$ cat src/rtl/vbp_pkg.sv
// ----------------------------------------------------------------------------
// vbp_pkg
// Shared widths, display mode codes and fixed colours for the byte pair
// pixel decoder.
// ----------------------------------------------------------------------------
package vbp_pkg;

  // field widths
  localparam int ADDR_W   = 13;
  localparam int BYTE_W   = 8;
  localparam int MODE_W   = 4;
  localparam int COLOUR_W = 5;
  localparam int PIX_X_W  = 10;
  localparam int PIX_Y_W  = 9;

  // pixels per group
  localparam int PIXELS    = 16;
  localparam int PIX_CNT_W = 4;

  // default geometry
  localparam int DEF_GROUPS_PER_LINE  = 40;
  localparam int DEF_PALETTE_AREA_END = 4000;
  localparam int DEF_BORDER_X         = 32;
  localparam int DEF_BORDER_Y         = 32;

  // palette screen attribute test
  localparam logic [BYTE_W-1:0] PAL_ATTR_MASK  = 8'h78;
  localparam logic [BYTE_W-1:0] PAL_ATTR_MATCH = 8'h30;

  // palette screen fixed colours
  localparam logic [COLOUR_W-1:0] FIXED_COLOUR_A = 5'd16;
  localparam logic [COLOUR_W-1:0] FIXED_COLOUR_B = 5'd17;

  // display modes
  typedef enum logic [MODE_W-1:0] {
    MODE_COL40    = 4'd0,
    MODE_BITMAP4  = 4'd1,
    MODE_PAGE1    = 4'd2,
    MODE_PAGE2    = 4'd3,
    MODE_STACK2   = 4'd4,
    MODE_COL80    = 4'd5,
    MODE_STACK4   = 4'd6,
    MODE_BITMAP4B = 4'd7,
    MODE_BITMAP16 = 4'd8,
    MODE_PALETTE  = 4'd9
  } mode_t;

endpackage

$ cat src/rtl/vbp_in_if.sv
// ----------------------------------------------------------------------------
// vbp_in_if
// Input channel: one video memory group (address, shape byte, colour byte).
// ----------------------------------------------------------------------------
interface vbp_in_if;
  logic                        valid;
  logic                        ready;
  logic [vbp_pkg::ADDR_W-1:0]  vram_address;
  logic [vbp_pkg::BYTE_W-1:0]  shape_byte;
  logic [vbp_pkg::BYTE_W-1:0]  colour_byte;

  modport source (output valid, vram_address, shape_byte, colour_byte, input ready);
  modport sink   (input valid, vram_address, shape_byte, colour_byte, output ready);
endinterface

$ cat src/rtl/vbp_out_if.sv
// ----------------------------------------------------------------------------
// vbp_out_if
// Output channel: one pixel with colour index and screen position.
// ----------------------------------------------------------------------------
interface vbp_out_if;
  logic                          valid;
  logic                          ready;
  logic [vbp_pkg::COLOUR_W-1:0]  colour_index;
  logic [vbp_pkg::PIX_X_W-1:0]   pixel_x;
  logic [vbp_pkg::PIX_Y_W-1:0]   pixel_y;
  logic                          last_pixel;

  modport source (output valid, colour_index, pixel_x, pixel_y, last_pixel, input ready);
  modport sink   (input valid, colour_index, pixel_x, pixel_y, last_pixel, output ready);
endinterface

$ cat src/rtl/video_byte_pair_pixel_decoder_top.sv
// ----------------------------------------------------------------------------
// video_byte_pair_pixel_decoder_top
// Decodes one video memory group into sixteen pixels under the display mode.
// ----------------------------------------------------------------------------
//  channel   dir  handshake            payload
//  in_port   in   valid / ready        vram_address, shape_byte, colour_byte
//  out_port  out  valid / ready        colour_index, pixel_x, pixel_y, last_pixel
//  cfg       in   cfg_wr_en            cfg_wr_data (display mode)
//
//  each item gives sixteen pixels, one per cycle while out_port is ready, sent
//  by the output serialiser; new items are accepted while it is still busy
//  three stages (reciprocal multiply, remainder, correct and decode) feed it
//  reset (rst_n low, synchronous) empties all stages and sets mode col40
//  a stall on out_port holds the current pixel; items queue in the stages
// ----------------------------------------------------------------------------
module video_byte_pair_pixel_decoder_top #(
  parameter int GROUPS_PER_LINE  = vbp_pkg::DEF_GROUPS_PER_LINE,
  parameter int PALETTE_AREA_END = vbp_pkg::DEF_PALETTE_AREA_END,
  parameter int BORDER_X         = vbp_pkg::DEF_BORDER_X,
  parameter int BORDER_Y         = vbp_pkg::DEF_BORDER_Y
) (
  input  logic                        clk,
  input  logic                        rst_n,
  input  logic                        cfg_wr_en,
  input  logic [vbp_pkg::MODE_W-1:0]  cfg_wr_data,
  vbp_in_if.sink                      in_port,
  vbp_out_if.source                   out_port
);

  localparam int ADDR_W    = vbp_pkg::ADDR_W;
  localparam int BYTE_W    = vbp_pkg::BYTE_W;
  localparam int COLOUR_W  = vbp_pkg::COLOUR_W;
  localparam int PIXELS    = vbp_pkg::PIXELS;
  localparam int PIX_CNT_W = vbp_pkg::PIX_CNT_W;

  // divider constants: quotient estimate is never more than one short
  localparam int GPL_EFF   = (GROUPS_PER_LINE == 0) ? 1 : GROUPS_PER_LINE;
  localparam int GPL_W     = 8;
  localparam int DIV_SHIFT = ADDR_W + 1;
  localparam int RECIP_W   = DIV_SHIFT + 1;
  localparam int PROD_W    = ADDR_W + RECIP_W;
  localparam logic [RECIP_W-1:0] RECIP = RECIP_W'((1 << DIV_SHIFT) / GPL_EFF);
  localparam logic [GPL_W-1:0]   GPL_C = GPL_W'(GPL_EFF);
  localparam logic [ADDR_W-1:0]  PAL_END_C = ADDR_W'(PALETTE_AREA_END);
  localparam logic [PIX_CNT_W-1:0] LAST_CNT = PIX_CNT_W'(PIXELS - 1);

  typedef logic [PIXELS-1:0][COLOUR_W-1:0] pix_vec_t;

  // pixel decode for one group
  function automatic pix_vec_t decode_pixels(
    input vbp_pkg::mode_t    mode,
    input logic [ADDR_W-1:0] addr,
    input logic [BYTE_W-1:0] shp,
    input logic [BYTE_W-1:0] col
  );
    pix_vec_t px;
    logic [3:0] fg;
    logic [3:0] bg;
    logic [2:0] p;
    logic [1:0] b;
    logic [COLOUR_W-1:0] on_c;
    logic [COLOUR_W-1:0] off_c;
    fg = {~col[6], col[5:3]};
    bg = {~col[7], col[2:0]};
    if ((col & vbp_pkg::PAL_ATTR_MASK) == vbp_pkg::PAL_ATTR_MATCH) begin
      on_c  = vbp_pkg::FIXED_COLOUR_A;
      off_c = vbp_pkg::FIXED_COLOUR_B;
    end else begin
      on_c  = vbp_pkg::FIXED_COLOUR_B;
      off_c = vbp_pkg::FIXED_COLOUR_A;
    end
    for (int i = 0; i < PIXELS; i++) begin
      p = 3'(7 - (i >> 1));
      b = 2'(i >> 2);
      px[i] = {1'b0, (shp[p] ? fg : bg)};
      case (mode)
        vbp_pkg::MODE_BITMAP4: px[i] = COLOUR_W'({shp[p], col[p]});
        vbp_pkg::MODE_PAGE1:   px[i] = COLOUR_W'(shp[p]);
        vbp_pkg::MODE_PAGE2:   px[i] = COLOUR_W'({shp[p], 1'b0});
        vbp_pkg::MODE_STACK2:  px[i] = shp[p] ? COLOUR_W'(1) :
                                       (col[p] ? COLOUR_W'(2) : COLOUR_W'(0));
        vbp_pkg::MODE_COL80: begin
          if (i < 8) px[i] = COLOUR_W'(shp[3'(7 - i)]);
          else       px[i] = COLOUR_W'(col[3'(15 - i)]);
        end
        vbp_pkg::MODE_STACK4: begin
          if      (shp[3'(7 - b)]) px[i] = COLOUR_W'(1);
          else if (shp[3'(3 - b)]) px[i] = COLOUR_W'(2);
          else if (col[3'(7 - b)]) px[i] = COLOUR_W'(3);
          else if (col[3'(3 - b)]) px[i] = COLOUR_W'(4);
          else                     px[i] = COLOUR_W'(0);
        end
        vbp_pkg::MODE_BITMAP4B: begin
          if (i < 8) px[i] = COLOUR_W'(shp[3'(6 - 2 * (i >> 1)) +: 2]);
          else       px[i] = COLOUR_W'(col[3'(6 - 2 * ((i - 8) >> 1)) +: 2]);
        end
        vbp_pkg::MODE_BITMAP16: begin
          case (b)
            2'd0:    px[i] = COLOUR_W'(shp[7:4]);
            2'd1:    px[i] = COLOUR_W'(shp[3:0]);
            2'd2:    px[i] = COLOUR_W'(col[7:4]);
            default: px[i] = COLOUR_W'(col[3:0]);
          endcase
        end
        vbp_pkg::MODE_PALETTE: begin
          if (addr < PAL_END_C) px[i] = shp[p] ? on_c : off_c;
        end
        default: ;
      endcase
    end
    return px;
  endfunction

  // mode register
  vbp_pkg::mode_t mode_r;

  always_ff @(posedge clk) begin
    if (!rst_n) begin
      mode_r <= vbp_pkg::MODE_COL40;
    end else if (cfg_wr_en) begin
      mode_r <= vbp_pkg::mode_t'(cfg_wr_data);
    end
  end

  // stage valids and load enables
  logic v1_r, v2_r, v3_r, ser_valid_r;
  logic load1, load2, load3, ser_take;
  logic [PIX_CNT_W-1:0] cnt_r;
  logic [PIX_CNT_W-1:0] cnt_nxt;
  logic out_last;
  logic out_fire;

  assign out_last = (cnt_r == LAST_CNT);
  assign out_fire = ser_valid_r && out_port.ready;
  assign ser_take = !ser_valid_r || (out_fire && out_last);
  assign load3    = !v3_r || ser_take;
  assign load2    = !v2_r || load3;
  assign load1    = !v1_r || load2;
  assign in_port.ready = load1;

  always_ff @(posedge clk) begin
    if (!rst_n) begin
      v1_r        <= 1'b0;
      v2_r        <= 1'b0;
      v3_r        <= 1'b0;
      ser_valid_r <= 1'b0;
    end else begin
      if (load1)    v1_r        <= in_port.valid;
      if (load2)    v2_r        <= v1_r;
      if (load3)    v3_r        <= v2_r;
      if (ser_take) ser_valid_r <= v3_r;
    end
  end

  // stage 1: capture item and reciprocal product
  logic [ADDR_W-1:0] s1_addr_r;
  logic [BYTE_W-1:0] s1_shape_r, s1_colour_r;
  logic [PROD_W-1:0] s1_prod_r;

  always_ff @(posedge clk) begin
    if (load1) begin
      s1_addr_r   <= in_port.vram_address;
      s1_shape_r  <= in_port.shape_byte;
      s1_colour_r <= in_port.colour_byte;
      s1_prod_r   <= PROD_W'(in_port.vram_address) * PROD_W'(RECIP);
    end
  end

  // stage 2: quotient estimate and remainder estimate
  logic [ADDR_W-1:0]       q_est;
  logic [ADDR_W+GPL_W-1:0] q_times_d;
  logic [ADDR_W-1:0] s2_addr_r, s2_q_r;
  logic [BYTE_W-1:0] s2_shape_r, s2_colour_r;
  logic [GPL_W-1:0]  s2_rem_r;

  assign q_est     = s1_prod_r[DIV_SHIFT +: ADDR_W];
  assign q_times_d = (ADDR_W+GPL_W)'(q_est) * (ADDR_W+GPL_W)'(GPL_C);

  always_ff @(posedge clk) begin
    if (load2) begin
      s2_addr_r   <= s1_addr_r;
      s2_shape_r  <= s1_shape_r;
      s2_colour_r <= s1_colour_r;
      s2_q_r      <= q_est;
      s2_rem_r    <= GPL_W'((ADDR_W+GPL_W)'(s1_addr_r) - q_times_d);
    end
  end

  // stage 3: correct quotient, form coordinates, decode pixels
  logic                       rem_over;
  logic [ADDR_W-1:0]          q_fix;
  logic [GPL_W-1:0]           r_fix;
  logic [vbp_pkg::PIX_X_W-1:0] x0_calc, s3_x0_r;
  logic [vbp_pkg::PIX_Y_W-1:0] y_calc, s3_y_r;
  pix_vec_t                   s3_px_r;

  assign rem_over = (s2_rem_r >= GPL_C);
  assign q_fix    = s2_q_r + ADDR_W'(rem_over);
  assign r_fix    = rem_over ? (s2_rem_r - GPL_C) : s2_rem_r;
  assign x0_calc  = vbp_pkg::PIX_X_W'(BORDER_X) + vbp_pkg::PIX_X_W'({r_fix, 4'b0000});
  assign y_calc   = vbp_pkg::PIX_Y_W'(BORDER_Y) + vbp_pkg::PIX_Y_W'({q_fix, 1'b0});

  always_ff @(posedge clk) begin
    if (load3) begin
      s3_x0_r <= x0_calc;
      s3_y_r  <= y_calc;
      s3_px_r <= decode_pixels(mode_r, s2_addr_r, s2_shape_r, s2_colour_r);
    end
  end

  // output serialiser: one pixel per cycle while out_port is ready
  pix_vec_t                    ser_px_r;
  logic [vbp_pkg::PIX_X_W-1:0] ser_x0_r;
  logic [vbp_pkg::PIX_Y_W-1:0] ser_y_r;

  always_comb begin
    cnt_nxt = cnt_r;
    if (ser_take)      cnt_nxt = '0;
    else if (out_fire) cnt_nxt = cnt_r + PIX_CNT_W'(1);
  end

  always_ff @(posedge clk) begin
    if (!rst_n) begin
      cnt_r <= '0;
    end else begin
      cnt_r <= cnt_nxt;
    end
  end

  always_ff @(posedge clk) begin
    if (ser_take) begin
      ser_px_r <= s3_px_r;
      ser_x0_r <= s3_x0_r;
      ser_y_r  <= s3_y_r;
    end
  end

  assign out_port.valid        = ser_valid_r;
  assign out_port.colour_index = ser_px_r[cnt_r];
  assign out_port.pixel_x      = ser_x0_r + vbp_pkg::PIX_X_W'(cnt_r);
  assign out_port.pixel_y      = ser_y_r;
  assign out_port.last_pixel   = out_last;

  // checks
  a_drain_empty: assert property (@(posedge clk) disable iff (!rst_n)
    (out_fire && out_last && !v3_r) |=> !ser_valid_r)
    else $error("serialiser not empty after last pixel");

  a_cnt_step: assert property (@(posedge clk) disable iff (!rst_n)
    (out_fire && !out_last) |=> (cnt_r == $past(cnt_r) + PIX_CNT_W'(1)))
    else $error("pixel counter did not advance");

  a_stall_hold: assert property (@(posedge clk) disable iff (!rst_n)
    (ser_valid_r && !out_port.ready) |=> ($stable(cnt_r) && $stable(ser_x0_r)))
    else $error("pixel changed during stall");

  a_full_when_blocked: assert property (@(posedge clk) disable iff (!rst_n)
    !in_port.ready |-> (v1_r && v2_r && v3_r && ser_valid_r))
    else $error("input blocked with a free stage");

endmodule

$ cat src/flat_wrapper.sv
// flat-port wrapper written by rule: the top's interface ports become plain ports
module video_byte_pair_pixel_decoder_top_flat 
#(
  parameter int GROUPS_PER_LINE  = vbp_pkg::DEF_GROUPS_PER_LINE,
  parameter int PALETTE_AREA_END = vbp_pkg::DEF_PALETTE_AREA_END,
  parameter int BORDER_X         = vbp_pkg::DEF_BORDER_X,
  parameter int BORDER_Y         = vbp_pkg::DEF_BORDER_Y
)
  (clk, rst_n, cfg_wr_en, cfg_wr_data, in_port_valid, in_port_vram_address, in_port_shape_byte, in_port_colour_byte, in_port_ready, out_port_valid, out_port_colour_index, out_port_pixel_x, out_port_pixel_y, out_port_last_pixel, out_port_ready);
  vbp_in_if in_port_i ();
  vbp_out_if out_port_i ();
  input  logic clk;
  input  logic rst_n;
  input  logic cfg_wr_en;
  input  logic [vbp_pkg::MODE_W-1:0] cfg_wr_data;
  input wire logic [$bits(in_port_i.valid)-1:0] in_port_valid;
  input wire logic [$bits(in_port_i.vram_address)-1:0] in_port_vram_address;
  input wire logic [$bits(in_port_i.shape_byte)-1:0] in_port_shape_byte;
  input wire logic [$bits(in_port_i.colour_byte)-1:0] in_port_colour_byte;
  output wire logic [$bits(in_port_i.ready)-1:0] in_port_ready;
  output wire logic [$bits(out_port_i.valid)-1:0] out_port_valid;
  output wire logic [$bits(out_port_i.colour_index)-1:0] out_port_colour_index;
  output wire logic [$bits(out_port_i.pixel_x)-1:0] out_port_pixel_x;
  output wire logic [$bits(out_port_i.pixel_y)-1:0] out_port_pixel_y;
  output wire logic [$bits(out_port_i.last_pixel)-1:0] out_port_last_pixel;
  input wire logic [$bits(out_port_i.ready)-1:0] out_port_ready;
  assign in_port_i.valid = in_port_valid;
  assign in_port_i.vram_address = in_port_vram_address;
  assign in_port_i.shape_byte = in_port_shape_byte;
  assign in_port_i.colour_byte = in_port_colour_byte;
  assign in_port_ready = in_port_i.ready;
  assign out_port_valid = out_port_i.valid;
  assign out_port_colour_index = out_port_i.colour_index;
  assign out_port_pixel_x = out_port_i.pixel_x;
  assign out_port_pixel_y = out_port_i.pixel_y;
  assign out_port_last_pixel = out_port_i.last_pixel;
  assign out_port_i.ready = out_port_ready;
  video_byte_pair_pixel_decoder_top #(.GROUPS_PER_LINE(GROUPS_PER_LINE), .PALETTE_AREA_END(PALETTE_AREA_END), .BORDER_X(BORDER_X), .BORDER_Y(BORDER_Y)) u_core (.clk(clk), .rst_n(rst_n), .cfg_wr_en(cfg_wr_en), .cfg_wr_data(cfg_wr_data), .in_port(in_port_i), .out_port(out_port_i));
endmodule
$ cat config.mk
export PLATFORM = sky130hd
export DESIGN_NAME = video_byte_pair_pixel_decoder_top_flat
export DESIGN_NICKNAME = d
export VERILOG_FILES = /design/src/rtl/vbp_pkg.sv /design/src/rtl/vbp_in_if.sv /design/src/rtl/vbp_out_if.sv /design/src/rtl/video_byte_pair_pixel_decoder_top.sv /design/src/flat_wrapper.sv
export SDC_FILE = /design/constraint.sdc
export NUM_CORES = 1
export LEC_CHECK = 0
export BUFFER_PORTS_ARGS = -buffer_cell sky130_fd_sc_hd__buf_4
export CORE_MARGIN = 5
export CORE_UTILIZATION = 50
export CTS_CLUSTER_DIAMETER = 30
export DETAILED_ROUTE_END_ITERATION = 16
export HOLD_SLACK_MARGIN = 0.08
export PLACE_DENSITY_LB_ADDON = 0.12
export RECOVER_POWER = 25
export SYNTH_ARGS = -nofsm -noshare
export SYNTH_HDL_FRONTEND = slang
export SYNTH_SLANG_ARGS = --single-unit
$ cat constraint.sdc
create_clock -name clk -period 15.2 [get_ports clk]
set_clock_uncertainty 0.1 [all_clocks]
set_input_delay 3.04 -clock clk [delete_from_list [all_inputs] [get_ports clk]]
set_output_delay 3.04 -clock clk [all_outputs]
set_load 0.02 [all_outputs]
Word level (Yosys, flattened, before mapping)

Index checks and enable logic that the tools add are counted.

Register bits after elaboration: 266
Latch bits: 0
Memory bits (writable): 0
ROM bits: 0
Bits of input ports: 38
Output and inout port bits: 27
Word-level logic and storage cells: 153
Memories: 0

Add/subtract/negate cells: 7
Multipliers: 2
Div/mod/pow operators: 0
$lt $le $gt $ge: 3
Equality and inequality tests: 11
Shifts and indexed selects: 0
Multiplexer cells: 73
Bitwise operators: 3
Reductions and logical operators: 11

Operator list:

| operator                | count |
|---|---|
| $pmux W5 S9             | 12 |
| $mux W5                 | 29 |
| $mux W4                 | 8 |
| $mul A13 B9 Y22 const B | 1 |
| $bmux W5 S4             | 1 |
| $eq A4 B3 Y1 const B    | 5 |
| $mux W2                 | 8 |
| $lt A13 B12 Y1 const B  | 1 |
| $eq A4 B4 Y1 const B    | 3 |
| $mux W3                 | 4 |
| $add A10 B4 Y10         | 1 |
| $add A6 B10 Y10 const A | 1 |
| $mux W1                 | 10 |
| $add A6 B9 Y9 const A   | 1 |
| $add A8 B1 Y8           | 1 |
| $eq A4 B2 Y1 const B    | 2 |
| $ge A8 B6 Y1 const B    | 1 |
| $mul A8 B3 Y5 const B   | 1 |
| $sub A8 B8 Y8           | 1 |
| $mux W6                 | 1 |
| $sub A6 B6 Y6 const B   | 1 |
| $lt A4 B5 Y1 const B    | 1 |
| $add A4 B1 Y4 const B   | 1 |
| $eq A4 B1 Y1 const B    | 1 |
| other kinds (5)         | 14 |

Longest topological paths before layout

Word-level depth: 6
Gate-level depth with buffers: 15
Mapped depth without buffers: 15

Worst setup path before layout

No wires, ideal clock.

Kind: input port to output port
Start point: in out_port_ready
End point: out in_port_ready
Data arrival time: 4.480 ns
Required time: 12.060 ns
Slack: 7.580 ns
Cell stages on the path: 4
Buffers on the path: 0
Cell sequence: nand2_1 > o21a_1 > and3_1 > nand2_1

Cells in the longest elaborated chain, start to end: 6

RTL lines:

| what                | line                                     | RTL |
|---|---|---|
| from (decl)         | flat_wrapper.sv:26                       | `input wire logic [$bits(out_port_i.ready)-1:0] out_port_ready;` |
| $logic_and A1 B1 Y1 | video_byte_pair_pixel_decoder_top.sv:134 | `assign out_fire = ser_valid_r && out_port.ready;` |
| $logic_and A1 B1 Y1 | video_byte_pair_pixel_decoder_top.sv:135 | `assign ser_take = !ser_valid_r \|\| (out_fire && out_last);` |
| $logic_or A1 B1 Y1  | video_byte_pair_pixel_decoder_top.sv:135 |  |
| $logic_or A1 B1 Y1  | video_byte_pair_pixel_decoder_top.sv:136 | `assign load3 = !v3_r \|\| ser_take;` |
| $logic_or A1 B1 Y1  | video_byte_pair_pixel_decoder_top.sv:137 | `assign load2 = !v2_r \|\| load3;` |
| $logic_or A1 B1 Y1  | video_byte_pair_pixel_decoder_top.sv:138 | `assign load1 = !v1_r \|\| load2;` |
| to (decl)           | flat_wrapper.sv:20                       | `output wire logic [$bits(in_port_i.ready)-1:0] in_port_ready;` |

No other way between the ends.

Worst setup path in the final report

Same ends and word-level chain as after synthesis.

==> impl_results.md <==
- Yosys synthesis warning count: 0
- Average vias per placed instance: 5.46
- Critical path launch point type: input port
- Setup repair bufs after CTS: 0
- Share of the cycle needed by the critical path after routing: 0.522
- Most area-hungry cell type in the Yosys netlist: edfxtp_1
- Cts repair resizes: 0
- Area after detailed placement: 10700 um^2
- Clk Latency, worst-skew pair: 0.43 ns
- Quantity of hold-fixing buffers added after cts: 0
- Total power after layout: between 0.0015 and 0.002 W
- Drt drc: 0
- Gp weighted congestion: 0.885
- Worst vdd rail ir drop: 0.0000842 V
- Worst-case clock buffer depth: 2
- Post-detailed-placement half-perimeter wirelength: 14300 um
- Area of the die: 22900 um^2
- Die Y-Extent: 151 um
- Data arrival time of the critical path: 4.79 ns
- Post-synthesis sequential area ratio: 0.563
- Max frequency: about 130 MHz
- Netlist Area Pre-Place: between 9000 and 10000 um^2
- Number of antenna violations at the first check in global routing: 0
- Result of the run: complete, no violations
- Critical Path Sink Type: output pin
- Area of all placed cells without fillers: 11300 um^2
- Count of port buffers added during placement: 63
- Hold path cells: 0
- Largest fanout on the critical path: 38
- Actual slew at the worst max-slew pin: 1.22 ns
- Inserted Diodes: 0
- Leak: 4.73 nW
- Starting DRC count in detailed routing: 414
- H-tree depth: 4
- Initial standard-cell utilization of the core: 0.511
- Pin count of the biggest net entering global routing: 52
- Synth top area share: 0.539
- Top flip-flop cell by instance count after synthesis: edfxtp_1
- Maximum capacitance violations: 0
- Die width: about 150 um
- EDFF count, synth: 179
- Type of the setup path with the least slack: input port to output pin
- Async set-reset flop share out of synthesis: 0
- Number of synthesized register bits: approximately 190
- Required time of the worst setup path: 12.06 ns
- Placeable core region: 19500 um^2
- Clock sink total: 191
- Num ports: 65
- Overflow after GRT: 0
- Hold WC Path Type: register to register
- Antenna Violating Nets Remaining: 0
- Final TNS setup: 0 ns
- Number of buffers added by the clock tree synthesis step: 17
- Largest registers: u_core.s3_px_r x37, u_core.ser_px_r x37, u_core.s1_addr_r x13
- Synthesized netlist cell count: just under 800
- Power per cell area: roughly 150 nW/um^2
- Final slew viol count: 0
- # setup viols final: 0
- Clock edge transition at the registers on the reported setup and hold paths: roughly 0.080 ns
- Clock tree root driver cell: clkbuf_16
- Final period demand of the worst path: 7.93 ns
- Routed wire length: 19700 um
- Hold Violations, Final: 0
- Unrepaired setup endpoints after global routing: no
- Synth cell types: 60
- Share of layout cells above drive strength 1: 0.143
- Most frequent cell after synthesis: edfxtp_1
- Wire length of the first global-routing pass: 32300 um
- Leading post-synthesis cells by instance count: edfxtp_1 (179), inv_1 (79), ha_1 (76)
- Post-layout nets: 968
- Global Route Usage Sum: 0.183
- R2R cell count: 6
- Clock tree from TritonCTS: built
- Final standard cell utilization of the core: 0.577
- Routed length per placed instance: around 18 um
- Count of vias placed by the detailed router: just over 6k
- Number of placement rows: 51
- First drt pass iteration count: 5
- Number of global-route vias before repair: 6250
- Layout overhead on the synthesized area: 12.9%
- Tightest slew margin relative to the limit: 0.181
- Mean Syn Cell Area: 12.8 um^2
- Post-Synthesis Net Count: 918
- Leading post-synthesis cells by cell area: edfxtp_1 (54%), ha_1 (9.5%), fa_1 (4.6%)
[power by group]
part           total (W)  leakage (nW)  internal (W)  switching (W)
registers       0.000770          2.04      0.000717      0.0000527
logic           0.000471          2.40      0.000217       0.000254
clock network   0.000444         0.286      0.000246       0.000198
[routing by layer]
layer	wire, um	GRT usage	share of wire	vias up
li1	-	-	-	2930
met1	9350	0.264	0.47	2927
met2	9060	0.281	0.46	178
met3	1060	0.0404	0.054	20
met4	240	0.0521	0.012	0
met5	0	0	0	-
[final cells by class]
| cell class | instances | area [um^2] |
|---|---|---|
| tap | 265 | 332 |
| clock buffer | 18 | 429 |
| inverter | 80 | 300 |
| sequential | 191 | 5620 |
| fill | 1607 | 8270 |
| timing repair buffer | 65 | 488 |
| clock inverter | 14 | 159 |
| multi-input combinational | 476 | 3940 |
[critical path, stage by stage]
cell	delay, ns
buf_4	0.13
nand2_1	0.10
o21a_1	0.24
and3_1	0.29
nand2_2	0.57
buf_4	0.40
[logic make-up (layout without fill, tap and decap cells)]
group | count (synthesis) | count (layout) | share of synthesized area
compound gates | 148 | 148 | 0.0902
xor+xnor | 39 | 39 | 0.0342
fa+ha+maj | 100 | 100 | 0.142
buf+inv | 114 | 177 | 0.0444
flops | 191 | 191 | 0.563
mux | 41 | 41 | 0.0529
other cells | 1 | 1 | 0.000376
simple gates | 147 | 147 | 0.0725
[final timing paths]
kind | start | to | slack, ns
max reg2reg | u_core.mode_r[3] | u_core.s3_px_r[60] | 11.93
min reg2reg | u_core.s1_colour_r[0] | u_core.s2_colour_r[0] | 0.31
max | out_port_ready | in_port_ready | 7.27
min | u_core.s1_colour_r[0] | u_core.s2_colour_r[0] | 0.31
[layout by cell type, fill, tap and decap left out, drive strengths merged, types with 3 or more instances in the layout]
master | netlist | layout
edfxtp | 179 | 179
inv | 79 | 84
ha | 76 | 76
buf | 11 | 65
a21oi | 47 | 47
o21ai | 44 | 44
nand2 | 43 | 43
nor2 | 42 | 42
mux2i | 28 | 28
xnor2 | 25 | 25
fa | 23 | 23
clkbuf | 23 | 18
nor2b | 15 | 15
xor2 | 14 | 14
dfxtp | 12 | 12
nor3 | 11 | 11
a22oi | 11 | 11
a21o | 10 | 10
mux4 | 9 | 9
nand3 | 7 | 7
clkinv | 1 | 7
o22ai | 6 | 6
and3 | 6 | 6
a211oi | 5 | 5
o21a | 4 | 4
o211ai | 4 | 4
o221ai | 4 | 4
mux2 | 4 | 4
and2 | 4 | 4
nor4b | 4 | 4
nand2b | 3 | 3
and4 | 3 | 3
[per-stage QoR]
stage | hold slack [ns] | setup WS [ns] | cells
after CTS | 0.321 | 7.21 | 1109
after detailed placement | 0.305 | 7.22 | 1077
final | 0.314 | 7.27 | 1109
after global placement | 0.301 | 7.30 | 1077
after floorplan | 0.300 | 7.58 | 781
after global routing | 0.324 | 7.12 | 1109
(Power assumes the default switching activity.)
